==> src/hw/rtl/chrl_pkg.sv <==
// Shared types, constants and helpers for the hash ring lookup block.
// No dependencies; every other file of the block but chrl_ram imports this package.
package chrl_pkg;

    localparam int RING_DEPTH = 1024;
    localparam int ADDR_W     = (RING_DEPTH > 1) ? $clog2(RING_DEPTH) : 1;
    localparam int CNT_W      = $clog2(RING_DEPTH + 1);
    localparam int POS_W      = 64;
    localparam int SRV_W      = 6;
    localparam int NSRV       = 64;
    localparam int N_W        = 7;
    localparam int ENTRY_W    = POS_W + SRV_W;

    localparam logic [63:0] FNV_BASIS   = 64'hCBF29CE484222325;
    localparam logic [63:0] FNV_PRIME_L = 64'h00000000000001B3;
    localparam int          FNV_SHIFT   = 40;

    localparam logic [1:0] KIND_INSERT = 2'd0;
    localparam logic [1:0] KIND_BYTE   = 2'd1;
    localparam logic [1:0] KIND_CLEAR  = 2'd2;

    localparam logic [1:0] STS_OK    = 2'd0;
    localparam logic [1:0] STS_FULL  = 2'd1;
    localparam logic [1:0] STS_EMPTY = 2'd2;

    localparam logic [1:0] CFG_SEED = 2'd0;
    localparam logic [1:0] CFG_REPL = 2'd1;
    localparam logic [1:0] CFG_SRVS = 2'd2;

    typedef enum logic [1:0] {
        OP_INSERT = 2'd0,
        OP_LOOKUP = 2'd1,
        OP_CLEAR  = 2'd2
    } t_op;

    typedef struct packed {
        logic [1:0]       kind;
        logic [POS_W-1:0] ring_position;
        logic [SRV_W-1:0] ring_server;
        logic [7:0]       key_byte;
        logic             key_last;
    } t_in_word;

    typedef struct packed {
        logic [1:0]       status;
        logic [SRV_W-1:0] server;
        logic             last;
    } t_out_word;

    // command word passed from the front end to the ring engine
    typedef struct packed {
        t_op              op;
        logic [POS_W-1:0] key;
        logic [SRV_W-1:0] server;
    } t_cmd;

    typedef struct packed {
        logic [5:0] replicas;
        logic [6:0] servers;
    } t_ring_cfg;

    typedef struct packed {
        logic empty;
        logic full;
    } t_q_status;

    function automatic logic [63:0] start_value(input logic [31:0] seed);
        start_value = FNV_BASIS + {{32{seed[31]}}, seed};
    endfunction

endpackage

==> src/hw/rtl/chrl_front.sv <==
// Front end: takes input words, folds sign-extended key bytes into an FNV-1a style hash and
// turns inserts, clears and finished keys into commands. Uses chrl_pkg.
module chrl_front (
    input  logic               i_clk,
    input  logic               i_rst_n,
    input  logic               i_start,
    input  logic               i_full,
    input  chrl_pkg::t_in_word i_in,
    input  logic               i_seed_wr,
    input  logic [31:0]        i_seed_new,
    input  logic [31:0]        i_seed,
    output logic               o_push,
    output chrl_pkg::t_cmd     o_cmd
);
    import chrl_pkg::*;

    logic [63:0] r_acc, n_acc;
    logic [63:0] w_x, w_hash;
    logic        w_take;

    assign w_take = i_start && !i_full;
    assign w_x    = r_acc ^ {{56{i_in.key_byte[7]}}, i_in.key_byte};
    // prime is 2^40 + 0x1B3, so the product is a shift plus a narrow multiply
    assign w_hash = (w_x << FNV_SHIFT) + (w_x * FNV_PRIME_L);

    always_comb begin
        n_acc  = r_acc;
        o_push = 1'b0;
        o_cmd  = '{op: OP_INSERT, key: i_in.ring_position, server: i_in.ring_server};
        if (i_seed_wr) begin
            n_acc = start_value(i_seed_new);
        end else if (w_take) begin
            case (i_in.kind)
                KIND_INSERT: begin
                    o_push = 1'b1;
                end
                KIND_BYTE: begin
                    o_cmd.op  = OP_LOOKUP;
                    o_cmd.key = w_hash;
                    if (i_in.key_last) begin
                        o_push = 1'b1;
                        n_acc  = start_value(i_seed);
                    end else begin
                        n_acc = w_hash;
                    end
                end
                KIND_CLEAR: begin
                    o_cmd.op = OP_CLEAR;
                    o_push   = 1'b1;
                    n_acc    = start_value(i_seed);
                end
                default: begin
                end
            endcase
        end
    end

    always_ff @(posedge i_clk) begin
        if (!i_rst_n) begin
            r_acc <= FNV_BASIS;
        end else begin
            r_acc <= n_acc;
        end
    end
endmodule

==> config.mk <==
export PLATFORM = sky130hd
export DESIGN_NAME = chrl_front
export DESIGN_NICKNAME = d
export VERILOG_FILES = /design/src/hw/rtl/chrl_pkg.sv /design/src/hw/rtl/chrl_front.sv
export SDC_FILE = /design/constraint.sdc
export NUM_CORES = 1
export LEC_CHECK = 0
export ABC_AREA = 1
export BUFFER_PORTS_ARGS = -buffer_cell sky130_fd_sc_hd__buf_2
export CELL_PAD_IN_SITES_DETAIL_PLACEMENT = 0
export CELL_PAD_IN_SITES_GLOBAL_PLACEMENT = 1
export CORE_MARGIN = 1.5
export CORE_UTILIZATION = 40
export CTS_CLUSTER_DIAMETER = 80
export DETAILED_ROUTE_END_ITERATION = 16
export PLACE_DENSITY_LB_ADDON = 0.1
export RECOVER_POWER = 25
export SYNTH_ARGS = -nofsm -noshare
export SYNTH_HDL_FRONTEND = slang
export SYNTH_SLANG_ARGS = --single-unit
==> constraint.sdc <==
create_clock -name i_clk -period 7.4 [get_ports i_clk]
set_clock_uncertainty 0.05 [all_clocks]
set_input_delay 1.48 -clock i_clk [delete_from_list [all_inputs] [get_ports i_clk]]
set_output_delay 1.48 -clock i_clk [all_outputs]
set_load 0.005 [all_outputs]
# Yosys cells after proc, flatten, opt, wreduce, memory -nomap -nowiden

Cells that the tools add are included.

Add/subtract/negate cells: 3
Multiply operators: 1
Equality and inequality tests: 2
Multiplexer cells: 12
Bitwise operators: 1
Reductions and logical operators: 7

Operator list:

| operator                                            | number |
|---|---|
| two-way mux 64 bit                                  | 4 |
| two-way mux 66 bit                                  | 2 |
| adder 63 x 32 -> 64 bit, first input constant       | 2 |
| one-hot mux 64 bit (2 select lines)                 | 1 |
| adder 64 bit                                        | 1 |
| multiplier 64 x 9 -> 64 bit, second input constant  | 1 |
| bitwise XOR 64 bit                                  | 1 |
| one-hot mux 2 bit (2 select lines)                  | 1 |
| two-way mux 1 bit                                   | 3 |
| nonzero test 3 bit                                  | 1 |
| equality test 2 x 1 -> 1 bit, second input constant | 1 |
| equality test 2 bit, second input constant          | 1 |
| zero test 2 bit                                     | 1 |
| one-hot mux 1 bit (2 select lines)                  | 1 |
| AND reduction 2 bit                                 | 1 |
| nonzero test 2 bit                                  | 1 |
| OR reduction 2 bit                                  | 1 |
| logical AND 1 bit                                   | 1 |
| zero test 1 bit                                     | 1 |

Bits in registers: 64
Input port bits: 150
Output and inout bits: 73
Logic and storage cells: 27

# Longest topological paths before layout

Depth after elaboration: 7
Depth in mapped cells: 29

# Worst setup path after synthesis

No wires, ideal clock.

Path kind: input to output
Start: in i_in[8] (netlist name)
End: out o_cmd[68] (netlist name)
Arrival: 6.125 ns
Setup slack: -0.255 ns
Stages: 24
Path buffers: 3
Cells stage by stage: buf_2 > buf_2 > buf_2 > xor2_1 > ha_1 > inv_1 > fa_1 > inv_1 > fa_1 > fa_1 > inv_1 > fa_1 > inv_1 > ha_1 > nand2_1 > nor2_1 > nand2_1 > nor4_1 > nand2_1 > nand2_1 > nand2_1 > nand3_1 > nand2_1 > inv_1

RTL lines:

| item               | line             | RTL |
|---|---|---|
| start: declaration | chrl_front.sv:8  | `input chrl_pkg::t_in_word i_in,` |
| end: declaration   | chrl_front.sv:13 | `output chrl_pkg::t_cmd o_cmd` |

==> results.md <==
* Status: finished, violations left
* Failing checks: capacitance limit, slew limit, setup timing
* Final-stage net count at 4535
* Synth warnings at 0
* Root Buffer Master: clkbuf_16
* Overall global routing resource usage at 0.344
* Starting Density at 0.406
* Post-Syn Area at around 21000 sq um
* Worst-Skew Late Latency at just under 0.4 ns
* First-pass GRT wire length at between 100000 and 150000 um
* Post-synth EDFFs at 0
* Via count at 23542
* Maxcap violations at 2
* Dpl cell area at 25600 sq um
* CP startpoint: i_in[8]
* Row count at 83
* Largest register FFs at 64
* Synth cell types at 52
* Die Ht at 232 um
* Metal2 WL at between 40000 and 50000 um
* F_max at 0.126 GHz
* WL met1 at 42300 um
* Worst path bufs/invs at 11
* Delay-heaviest family, CP: adder cells
* Ant diodes at 0
* Non-filler instance count after layout at roughly 4700
* Routed Antenna Nets at 0
* CP Capture Type: output pin
* Worst reg-to-reg setup slack at 0.47 ns
* Num CTS Buffers at 9
* Final Setup Violations at 53
* Crit-path max FO at 5
* Cell count after synthesis at 3319
* Largest net degree at the start of global routing at 88
* Asr flop ratio synth at 0
* Worst Path Required at 5.87 ns
* Final setup TNS at -20.56 ns
* Regs by FF count: r_acc (64)
* Area of the core at roughly 50000 sq um
* Initial antenna violation count at 2
* Slew Viols, Final at 86
* Largest Register: r_acc
* Worst min path class: reg -> reg
* Share of post-route cells with drive strength above 1 at 0.339
* Clk pin slew, worst setup/hold paths at around 0.07 ns
* R2R depth at 39
* Pre-antenna DRT Iters at 5
* Critical-path top delay cell: fa_1
* Stages on worst setup path at 27
* # port buffers at 210
* Critical Path Sink: o_cmd[52]
* FF+latch count, synth at 64
* Slew HR at -1.12
* Clock buffer depth at 2
* Multi-input logic area at 19500 sq um
* Die area at 53700 sq um
* Fillers at 5039
* Total grt overflow at 0
* Top Metal Used: met5
* Final hold violations at 0
* Measured slew at the worst slew-check pin at 3.17 ns
* Critical Path AT at approximately 6.4 ns
* IO Pins at 223
* CP Launch Type: primary input
* Layout Area Growth over Synthesis at 44.7%
* Mapped Avg Cell Area at 6.30 sq um
* PnR worst setup slack at -0.544 ns
* Crit-path most repeated cell: fa_1
* Chip Width at 232 um
* Final min period at between 7 and 8 ns
* RePlAce Congestion at between 1 and 1.5
* Reg area at 1280 sq um
* Setup slack at placement at -1.16 ns
* Iteration-0 DRC Markers at about 1800
* R2r endpoint: r_acc[47]$_SDFFE_PN1P_
* Crit path kind: in -> out
* RR Startpoint: r_acc[29]$_SDFFE_PN0P_
* Hold path start: r_acc[46]$_SDFFE_PN0P_
* Final worst path period share at 1.07
* Top_reg_cell synth: dfxtp_1
* Drc violations at 0
* CTS tree: yes
* Vias in the first global route at 23390
* Total length of routed met3 wires at 5850 um
* Vias/cell at just over 5
* Final instance area at 30300 sq um
* Cts hold-fix bufs at 0
* WL final at 91900 um
* WL per Instance at 19.7 um
* Largest stage delay on the critical path at around 0.51 ns
* Net count after synthesis at 3879
* Dpl hpwl at 76800 um
* RSZ-0062 raised after global routing: true
* DP Cell Count at 4553
* Sequential area share after synthesis at 0.0613
* Sink Count at 64
* H-tree depth at 3
[per-layer routing]
metal,up-vias,global-route usage
li1,11300,-
met2,771,0.544
met4,4,0.0968
met3,105,0.0383
met5,-,0
met1,11362,0.492
[Yosys cell counts (17+ instances only)]
cell type / count / area, sq um
nand2_1: 884 / 3320
xnor2_1: 58 / 508
nand4_1: 42 / 263
clkbuf_1: 20 / 75.1
nor2_1: 174 / 653
nand2_2: 22 / 138
inv_1: 878 / 3300
nand3_1: 251 / 1260
a21oi_1: 119 / 596
ha_1: 184 / 2300
o21ai_1: 17 / 85.1
xor2_1: 84 / 736
o21ai_0: 74 / 370
buf_2: 25 / 125
fa_1: 226 / 4520
nor2_2: 23 / 144
dfxtp_1: 64 / 1280
[how the worst min path moves through the flow]
stage	cells past startpoint	end	slack, ns
global placement	2	r_acc[45]$_SDFFE_PN0P_	0.42
CTS	2	r_acc[46]$_SDFFE_PN0P_	0.44
global route	2	r_acc[46]$_SDFFE_PN0P_	0.45
finish	2	r_acc[46]$_SDFFE_PN0P_	0.43
floorplan	2	r_acc[45]$_SDFFE_PN0P_	0.41
detailed placement	2	r_acc[51]$_SDFFE_PN0P_	0.42
[timing repair]
action / 4_1_cts / 5_1_grt
pin swaps: 147 / 139
setup buffers: 67 / 24
resized for setup: 477 / 269
endpoints found under the setup margin: 56 / 58
gates cloned: 3 / 0
[kinds of logic (layout without fill, tap and decap cells)]
group	Yosys count	after routing	synth area share
buffers and inverters	950	1611	0.174
muxes	3	3	0.00144
and+or+nand+nor	1470	1470	0.303
DFF	64	64	0.0613
xor gates and xnor gates	142	142	0.0595
adders and majority gates	410	410	0.326
AOI/OAI and AO/OA	280	280	0.0748
[worst reg2reg max path: cells and delay by family, from the launching register on]
family / cells / cell delay, ns
XOR/XNOR: 1 / 0.16
adder cells (fa/ha/maj): 6 / 2.50
buffers and inverters: 21 / 2.40
AND/OR/NAND/NOR: 11 / 1.09
flip-flops: 1 / 0.66
[final cells by class]
class,instances,area share
well taps,680,0.0281
multi-input cells,2305,0.643
repair buffers,704,0.167
clock inverters,4,0.000661
clock buffers,12,0.00814
inverters,891,0.111
flip-flops and latches,64,0.0423
[stage by stage]
stage	hold slack, ns	utilization
floorplan	0.406	-
global placement	0.419	0.498
detailed placement	0.422	0.498
CTS	0.437	0.563
global route	0.445	0.588
finish	0.433	0.588
[cells in the final DEF (no fill, tap or decap), types with 20 or more instances in the layout]
cell type	n
buf_4	460
nand2_1	712
xnor2_2	20
a21oi_1	88
nand4_1	42
nand3_1	216
xor2_2	25
ha_4	75
nor2_2	21
ha_1	104
a21oi_2	26
nand3_2	34
nor2_1	132
nor2_4	47
inv_2	88
xor2_1	46
inv_1	800
nand2_4	43
nand2_2	149
fa_1	216
xnor2_1	23
o21ai_0	67
dfxtp_1	64
o21ai_1	22
buf_2	207
Power is left out: the tool's default activity adds up to more than one toggle a clock period on the data nets, which glitch-free logic cannot reach.
