$ cat src/hw/rtl/chrl_pkg.sv
// Shared types, constants and helpers for the hash ring lookup block.
// No dependencies; every other file of the block but chrl_ram imports this package.
package chrl_pkg;

    localparam int RING_DEPTH = 1024;
    localparam int ADDR_W     = (RING_DEPTH > 1) ? $clog2(RING_DEPTH) : 1;
    localparam int CNT_W      = $clog2(RING_DEPTH + 1);
    localparam int POS_W      = 64;
    localparam int SRV_W      = 6;
    localparam int NSRV       = 64;
    localparam int N_W        = 7;
    localparam int ENTRY_W    = POS_W + SRV_W;

    localparam logic [63:0] FNV_BASIS   = 64'hCBF29CE484222325;
    localparam logic [63:0] FNV_PRIME_L = 64'h00000000000001B3;
    localparam int          FNV_SHIFT   = 40;

    localparam logic [1:0] KIND_INSERT = 2'd0;
    localparam logic [1:0] KIND_BYTE   = 2'd1;
    localparam logic [1:0] KIND_CLEAR  = 2'd2;

    localparam logic [1:0] STS_OK    = 2'd0;
    localparam logic [1:0] STS_FULL  = 2'd1;
    localparam logic [1:0] STS_EMPTY = 2'd2;

    localparam logic [1:0] CFG_SEED = 2'd0;
    localparam logic [1:0] CFG_REPL = 2'd1;
    localparam logic [1:0] CFG_SRVS = 2'd2;

    typedef enum logic [1:0] {
        OP_INSERT = 2'd0,
        OP_LOOKUP = 2'd1,
        OP_CLEAR  = 2'd2
    } t_op;

    typedef struct packed {
        logic [1:0]       kind;
        logic [POS_W-1:0] ring_position;
        logic [SRV_W-1:0] ring_server;
        logic [7:0]       key_byte;
        logic             key_last;
    } t_in_word;

    typedef struct packed {
        logic [1:0]       status;
        logic [SRV_W-1:0] server;
        logic             last;
    } t_out_word;

    // command word passed from the front end to the ring engine
    typedef struct packed {
        t_op              op;
        logic [POS_W-1:0] key;
        logic [SRV_W-1:0] server;
    } t_cmd;

    typedef struct packed {
        logic [5:0] replicas;
        logic [6:0] servers;
    } t_ring_cfg;

    typedef struct packed {
        logic empty;
        logic full;
    } t_q_status;

    function automatic logic [63:0] start_value(input logic [31:0] seed);
        start_value = FNV_BASIS + {{32{seed[31]}}, seed};
    endfunction

endpackage

$ cat src/hw/rtl/chrl_queue.sv
// Two-entry command queue between the front end and the ring engine.
// Uses chrl_pkg.
module chrl_queue (
    input  logic                i_clk,
    input  logic                i_rst_n,
    input  logic                i_push,
    input  chrl_pkg::t_cmd      i_cmd,
    input  logic                i_pop,
    output chrl_pkg::t_cmd      o_head,
    output chrl_pkg::t_q_status o_status
);
    import chrl_pkg::*;

    t_cmd       r_buf [2];
    logic       r_wp, r_rp;
    logic [1:0] r_cnt;

    assign o_head          = r_buf[r_rp];
    assign o_status.empty  = (r_cnt == 2'd0);
    assign o_status.full   = (r_cnt == 2'd2);

    always_ff @(posedge i_clk) begin
        if (i_push) begin
            r_buf[r_wp] <= i_cmd;
        end
    end

    always_ff @(posedge i_clk) begin
        if (!i_rst_n) begin
            r_wp  <= 1'b0;
            r_rp  <= 1'b0;
            r_cnt <= 2'd0;
        end else begin
            if (i_push) begin
                r_wp <= ~r_wp;
            end
            if (i_pop) begin
                r_rp <= ~r_rp;
            end
            r_cnt <= r_cnt + {1'b0, i_push} - {1'b0, i_pop};
        end
    end
endmodule

$ cat config.mk
export PLATFORM = sky130hd
export DESIGN_NAME = chrl_queue
export DESIGN_NICKNAME = d
export VERILOG_FILES = /design/src/hw/rtl/chrl_pkg.sv /design/src/hw/rtl/chrl_queue.sv
export SDC_FILE = /design/constraint.sdc
export NUM_CORES = 1
export LEC_CHECK = 0
export BUFFER_PORTS_ARGS = -buffer_cell sky130_fd_sc_hd__clkbuf_2
export CORE_UTILIZATION = 47
export DETAILED_ROUTE_END_ITERATION = 6
export PLACE_DENSITY = 0.74
export REMOVE_ABC_BUFFERS = 1
export SLEW_MARGIN = 20
export SYNTH_ARGS = -nofsm -noshare
export SYNTH_HDL_FRONTEND = slang
export SYNTH_SLANG_ARGS = --single-unit
$ cat constraint.sdc
create_clock -name i_clk -period 4.2 [get_ports i_clk]
set_clock_uncertainty 0.2 [all_clocks]
set_input_delay 0.21 -clock i_clk [delete_from_list [all_inputs] [get_ports i_clk]]
set_output_delay 0.21 -clock i_clk [all_outputs]
set_load 0.005 [all_outputs]
Word level (Yosys, flattened, before mapping):

Memories as Yosys holds them, arrays and structs flattened. A register that Yosys moved wholly into a read port is not among the register bits.
Index checks and enable logic that the tools add are counted.

* register bits after elaboration: 4
* RAM bits: 144
* output and inout bits: 74
* memories kept: 1

* $add $sub $neg: 2
* equal/unequal tests: 1
* mux-type cells: 4
* bitwise gates (word level): 2
* reduce and logical (&&, ||, !) cells: 1

Memories
* r_buf: depth 2, bits a word 72, read ports 1, clocked after Yosys merged registers in 1, wr ports 1, RTL line chrl_queue.sv:14 `t_cmd r_buf [2];`

Operator list (number)
* $mux 1: 4
* $add 2x1->2: 1
* $eq 2x2->1 const B: 1
* $logic_not 2->1: 1
* $not 1->1: 2
* $sub 2x1->2: 1

Longest topological paths before layout:

Gate-level depths: netlist (run 1).

* word-level depth: 3
* gate-level depth with buffers: 6
* mapped depth without buffers: 6

Least setup slack after synthesis (run 1):

No wires, ideal clock.

* path type: register to register
* from: reg r_wp
* to: mem r_buf[0][0] (netlist bit) (enable)
* library setup time: 0.512 ns
* arrival: 3.522 ns
* required time: 3.488 ns
* slack: -0.034 ns
* stages on the path, launching flop included: 2
* path buffers: 0
* clock period less this slack: 4.234 ns
* cell sequence: dfxtp_1 > nor2b_1

RTL lines
* start: declaration: RTL line chrl_queue.sv:15 `logic r_wp, r_rp;`
* start signal: assignment: RTL line chrl_queue.sv:35 `r_wp <= ~r_wp;`
* end: declaration: RTL line chrl_queue.sv:14

Straight into the memory's write port.

==> key figures, run 1 <==
Run status
  – Outcome: complete, but fails checks
  – Failing checks: DRC

Clock network
  – CTS Sinks: between 100 and 150
  – CTS Buf Count: 17
  – Clk slew on worst S/H paths: 60 ps
  – Cts hold-fix bufs: 76
  – Worst-skew pair later-pin latency: 410 ps
  – CTS resizes: 0
  – CTS H-tree depth: 4
  – TritonCTS clock tree: done
  – CTS max path bufs: 2
  – CTS Root Cell: clkbuf_16
  – Post-CTS Setup Bufs: 0

Cells and area
  – Fin cells: 645
  – Register area: between 4000 and 5000 um^2
  – Multi-input combinational cell area: 1200 um^2
  – Share of cells above drive strength 1: roughly 52%
  – Layout Nets: 563
  – Filler cells: 835
  – Antenna fix cells: 0
  – Synthesis-to-layout area growth: 37.8%

Timing
  – Final setup fails: 0
  – Slew headroom: 33.1%
  – Slew Viols, Final: 0
  – RSZ-0062 raised after global routing: false
  – Final hold violation count: 0
  – Hold slack: ~330 ps
  – Min Tclk post-route: around 2600 ps
  – Crit share post-route: 62.5%
  – Fmax: 381 MHz
  – Worst-Margin Slew: 1000 ps
  – Final WS setup: 1570 ps

Synthesis
  – Top cells by count, synth: edfxtp_1, mux2_4, buf_12
  – Yosys top cell area share: 74.9%
  – Syn_area_per_cell: roughly 24 um^2
  – Seq/Total Area, Yosys: 76.6%
  – EDFF count, synth: 144
  – Synthesized flop and latch total: 149
  – Most frequent cell after synthesis: edfxtp_1
  – Number of cells produced by synthesis: 245
  – Synth area leaders: edfxtp_1, mux2_4, buf_12
  – Synth cell types: 14
  – Post-Syn Area: about 5800 um^2
  – Area leader, netlist: edfxtp_1
  – Synth Warn #: 0
  – Prevailing post-synth register cell: edfxtp_1
  – FFs w/ async S/R, synth: 0%

Placement
  – HPWL Detailed: 5970 um
  – Pre-CTS worst setup slack: between 2000 and 2500 ps
  – RePlAce Congestion: around 0.7
  – DP Cell Count: between 500 and 600
  – Port bufs: 149

Worst setup path
  – Crit path max fanout: 42
  – R2R cell count: 3
  – CP endpoint kind: output port
  – Worst setup path class: register to output port
  – R2r startpoint: r_wp
  – Startpoint types: register
  – Arrival time at the worst endpoint: 2220 ps
  – Req. time, crit path: about 3800 ps

Floorplan
  – Site Rows: 40
  – DIE AREA: approximately 13000 um^2
  – IO Pins: 150
  – Starting density of the core: 48.1%
  – Core box area: approximately 12000 um^2
  – Die Wd: 113 um
  – Height of the die: approximately 110 um

Global route
  – Vias in the first global route: 3329
  – First-pass GRT wire length: about 16000 um
  – Pin count of the biggest net entering global routing: 73
  – All-Layer GR Usage: about 17%
  – Total global routing overflow: 0
  – Antenna violations before repair: 0

Routing
  – WL final: roughly 10000 um
  – Antenna violation net count after detailed routing: 0
  – Routed vias/inst: 4.77
  – Total number of vias: 3074
  – WL per Instance: ~16 um
  – # DRC: 1
  – 1st-pass router iterations: 6
  – First-iteration detailed-routing DRC count: 141

Hold path
  – WHS Path Cells: 2
  – Hold Path Class: input pin to register
  – HP Start: i_cmd[20]

Pwr
  – Power density cells: 453 nW/um^2
  – Leak pwr: 3.23 nW
  – Worst VDD drop: 271 uV

Job
  – Max-cap violations: 0
## worst paths after layout
check	endpoint	slack, ps
setup reg to reg	r_buf[0][66]	2280
hold / removal	r_buf[0][20]	330
hold reg to reg	register	380
setup / recovery	o_head[71]	1570
## state kept, by name (all words and copies together), names as in the netlist, named ones only
register	count
r_wp	1
r_rp	1
r_cnt	2
r_buf	144
## layout make-up
class / instances / share of cell area (%)
Tap cell: 147 / 2.31
Multi-Input combinational cell: 86 / 15.1
Timing Repair Buffer: 229 / 19.7
Inverter: 2 / 0.0944
Clock buffer: 18 / 5.39
Clock inverter: 14 / 1.71
Sequential cell: 149 / 55.7
## cells in the final DEF, fill, tap and decap left out
cell / count
o21a_1: 1
mux2_2: 2
ha_1: 2
clkinv_2: 3
dfxtp_4: 1
bufinv_16: 2
mux2_4: 70
and2_1: 3
buf_16: 1
buf_4: 2
xnor3_1: 1
inv_6: 1
clkinvlp_4: 6
clkinv_1: 2
clkbuf_16: 17
edfxtp_1: 144
nor2_1: 1
nor2b_1: 3
clkbuf_1: 1
dfxtp_1: 4
xor2_1: 1
and2_4: 1
clkbuf_2: 149
inv_1: 2
nor2b_4: 1
buf_12: 1
dlygate4sd3_1: 76
## power by group
part	switching [mW]	total, mW	internal, mW
combinational	0.151	0.409	0.258
clock	0.560	1.43	0.867
sequential	0.0447	1.76	1.72
## cell families after synthesis
logic type,Yosys count,synth area share (%)
flip-flops,149,76.6
multiplexers,72,18.6
buffers and inverters,10,2.75
AND/OR/NAND/NOR,9,0.932
XOR/XNOR,2,0.542
adder cells (fa/ha/maj),2,0.433
AO/OA/AOI/OAI,1,0.130
## per-layer routing
layer	up-vias	global-route usage, %	part of all wire [%]
met5	-	0	0
met3	27	6.70	6.8
met1	1471	18.5	41
met2	121	28.2	50
li1	1455	-	-
met4	0	7.64	2.2
## stage by stage
step	cell area (um^2)	total power [mW]	utilization [%]	TNS (ps)
2_1_floorplan	5620	2.01	-	-2460
3_3_place_gp	6600	2.13	55.0	0
3_5_place_dp	6600	2.14	55.0	0
4_1_cts	7930	3.63	66.0	0
5_1_grt	7960	3.73	66.2	0
6_report	7960	3.60	66.2	0
## worst max-delay path, cell delays in order, from the launching register on
cell	delay [ps]
dfxtp_4	870
buf_4	410
mux2_2	380
clkbuf_2	130
Power figures use the tool's default switching activity.
==> run 2, diff against run 1 <==
Settings changed: CORE_UTILIZATION 47 to 52, PLACE_DENSITY 0.74 to 0.78.
Clock period 4.2 ns to 2.7 ns, I/O delays scaled along.
==> run 2 against run 1 <==
Effect of this change:
- the run now ends clean
- global-route usage is 1.9 points higher
- cell count is 0.78% lower
- critical path depth stayed put
- sequential cell count stayed put
- sequential share of layout area is 0.62 points lower
- register-to-register slack worse by 1500 ps
- combinational power is 61% higher
- cell area is 1.1% higher
- routed wire length is 1.3% higher
- largest cell class unchanged
==> key figures, run 2 (synthesis results as in run 1) <==
Floorplan
  – Site Rows: 38 (-5.0%)
  – Height of the die: 107 um (-4.8%)
  – Die Wd: 107 um (-4.8%)
  – IO Pins: 150 (unchanged)
  – DIE AREA: 11500 um^2 (-9.5%)
  – Core box area: 10800 um^2 (-9.7%)
  – Starting density of the core: 53.3% (+5.2 points)

Pwr
  – Total Power: 5.87 mW (+63%)
  – Leak pwr: 3.29 nW (+1.9%)
  – Power density cells: 730 nW/um^2 (+61%)
  – Sw Pwr: 1.13 mW (+49%)
  – Sw frac: 19.2% (-1.8 points)
  – Internal power: 4.75 mW (+67%)
  – Flop pwr share: 46.4% (-2.6 points)
  – Worst VDD drop: 492 uV (+82%)
  – Comb pwr share: 11.2% (-0.2 points)
  – Clk pwr share: 42.3% (+2.7 points)

Timing
  – Worst-Margin Slew: 512 ps (-492 ps)
  – Slew headroom: 65.9% (+33 points)
  – Slew Viols, Final: 0 (unchanged)
  – Min Tclk post-route: ~2200 ps
  – Final hold violation count: 0 (unchanged)
  – Hold slack: 159 ps (-173 ps)
  – Crit share post-route: about four fifths
  – Fmax: 455 MHz
  – Final setup fails: 0 (unchanged)
  – TNS Setup: 0 ps (unchanged)
  – RSZ-0062 raised after global routing: false

Routing
  – First-iteration detailed-routing DRC count: 113 (-20%)
  – Total number of vias: 3041 (-1.1%)
  – WL per Instance: 16.2 um (+2.1%)
  – WL final: 10400 um (+1.3%)
  – Antenna violation net count after detailed routing: 0 (unchanged)
  – # DRC: 0 (-1)
  – Routed vias/inst: 4.75 (-0.30%)
  – 1st-pass router iterations: 6 (unchanged)

Global route
  – Met2 usage: 32.9% (+4.7 points)
  – Total global routing overflow: 0 (unchanged)
  – Grt met1 use: 20.1% (+1.6 points)
  – Pin count of the biggest net entering global routing: 38 (-48%)
  – Met3 usage: 6.96% (+0.27 points)
  – All-Layer GR Usage: 18.6% (+1.9 points)
  – Most used routing layer: met2
  – Antenna violations before repair: 0 (unchanged)
  – Vias in the first global route: 3203 (-3.8%)
  – First-pass GRT wire length: 15300 um (-2.4%)

Cells and area
  – Synthesis-to-layout area growth: 39.3%
  – Layout Nets: 567 (+0.71%)
  – Max reg flops: 144 (unchanged)
  – Commonest non-fill, non-tap cell in the layout: clkbuf_2
  – Antenna fix cells: 0 (unchanged)
  – Reg with most FFs: r_buf
  – Design area: 8050 um^2 (+1.1%)
  – Filler cells: 653 (-22%)
  – Post-layout util: 74.2% (+8.0 points)
  – Share of cells above drive strength 1: 51.4% (-0.21 points)
  – Top flop regs: r_buf x144, r_cnt x2
  – Most frequent cells in the layout: clkbuf_2, edfxtp_1, dlygate4sd3_1, mux2_4, clkbuf_16

Placement
  – Placement-stage cell area: 6660 um^2 (+0.81%)
  – HPWL Detailed: 6340 um (+6.2%)
  – Port bufs: 149 (unchanged)
  – RePlAce Congestion: 0.651 (-7.4%)

Clock network
  – TritonCTS clock tree: done
  – CTS Root Cell: clkbuf_8
  – CTS Buf Count: 17 (unchanged)
  – CTS Sinks: 149 (unchanged)
  – Clk slew on worst S/H paths: 60 ps (about the same)
  – Worst-skew pair later-pin latency: 500 ps (+90 ps)
  – CTS max path bufs: 2 (unchanged)
  – CTS H-tree depth: 4 (unchanged)

Worst setup path
  – CP endpoint kind: output port
  – Worst setup path class: register to output port
  – R2r startpoint: r_wp
  – Arrival time at the worst endpoint: 1860 ps (-360 ps)
  – Req. time, crit path: 2370 ps (-1420 ps)
  – Startpoint types: register
  – Crit path max fanout: 29 (-31%)

Run status
  – Outcome: finished clean

Hold path
  – HP Start: i_cmd[63]
  – Hold Path Class: input pin to register

Job
  – Max-cap violations: 0 (unchanged)
## run 2: cell types whose count changed in the layout (fill, tap and decap cells not counted)
cell,delta
buf_12,+2
buf_16,-1
buf_4,+3
bufinv_16,+4
clkbuf_1,+1
clkbuf_16,-1
clkbuf_8,+1
clkinv_1,+1
clkinv_2,-3
clkinv_4,+1
clkinvlp_4,-5
inv_6,-1
## run 2: path summary, 6_finish.rpt
kind	to	slack (ps)	cells past startpoint
min reg2reg	r_rp	410	2
max reg2reg	r_wp	740	4
max	o_head[0]	500	3
min	r_buf[1][63]	160	2
## run 2: per-stage QoR
stage / setup slack (ps) / cells
final: 500 / 640
after global routing: 402 / 640
after CTS: 452 / 640
after detailed placement: 919 / 534
after global placement: 932 / 534
after floorplan: -1530 / 237
## run 2: layout make-up
class / instances / area, um^2 / share of cell area (%)
clock buffer: 19 / 422 / 5.24
tap: 140 / 175 / 2.18
inverter: 2 / 7.51 / 0.0933
sequential: 149 / 4430 / 55.0
multi-input combinational: 86 / 1200 / 14.9
clock inverter: 11 / 208 / 2.58
timing repair buffer: 233 / 1600 / 19.9
## run 2: power by group through the flow
stage / Sequential, mW / Clock (mW) / Combinational, mW
after floorplan: 2.80 / 0 / 0.324
final: 2.73 / 2.49 / 0.660
after global routing: 2.74 / 2.63 / 0.710
after detailed placement: 2.77 / 0 / 0.574
after CTS: 2.73 / 2.53 / 0.665
after global placement: 2.76 / 0 / 0.563
## run 2: per-layer routing
layer,wire (um),vias up,share of wire (%)
met3,576,13,5.6
li1,-,1456,-
met5,0,-,0
met1,4020,1466,39
met4,127,0,1.2
met2,5640,106,54
## run 2: worst max-delay path, stage by stage (launching register included)
cell,delay [ps]
dfxtp_4,580
buf_12,290
mux2_2,380
clkbuf_2,110
## run 2: timing repair
item,CTS,global route
resized for setup,0,0
hold buffers,76,0
setup buffers,0,0
endpoints found under the hold margin,158,0
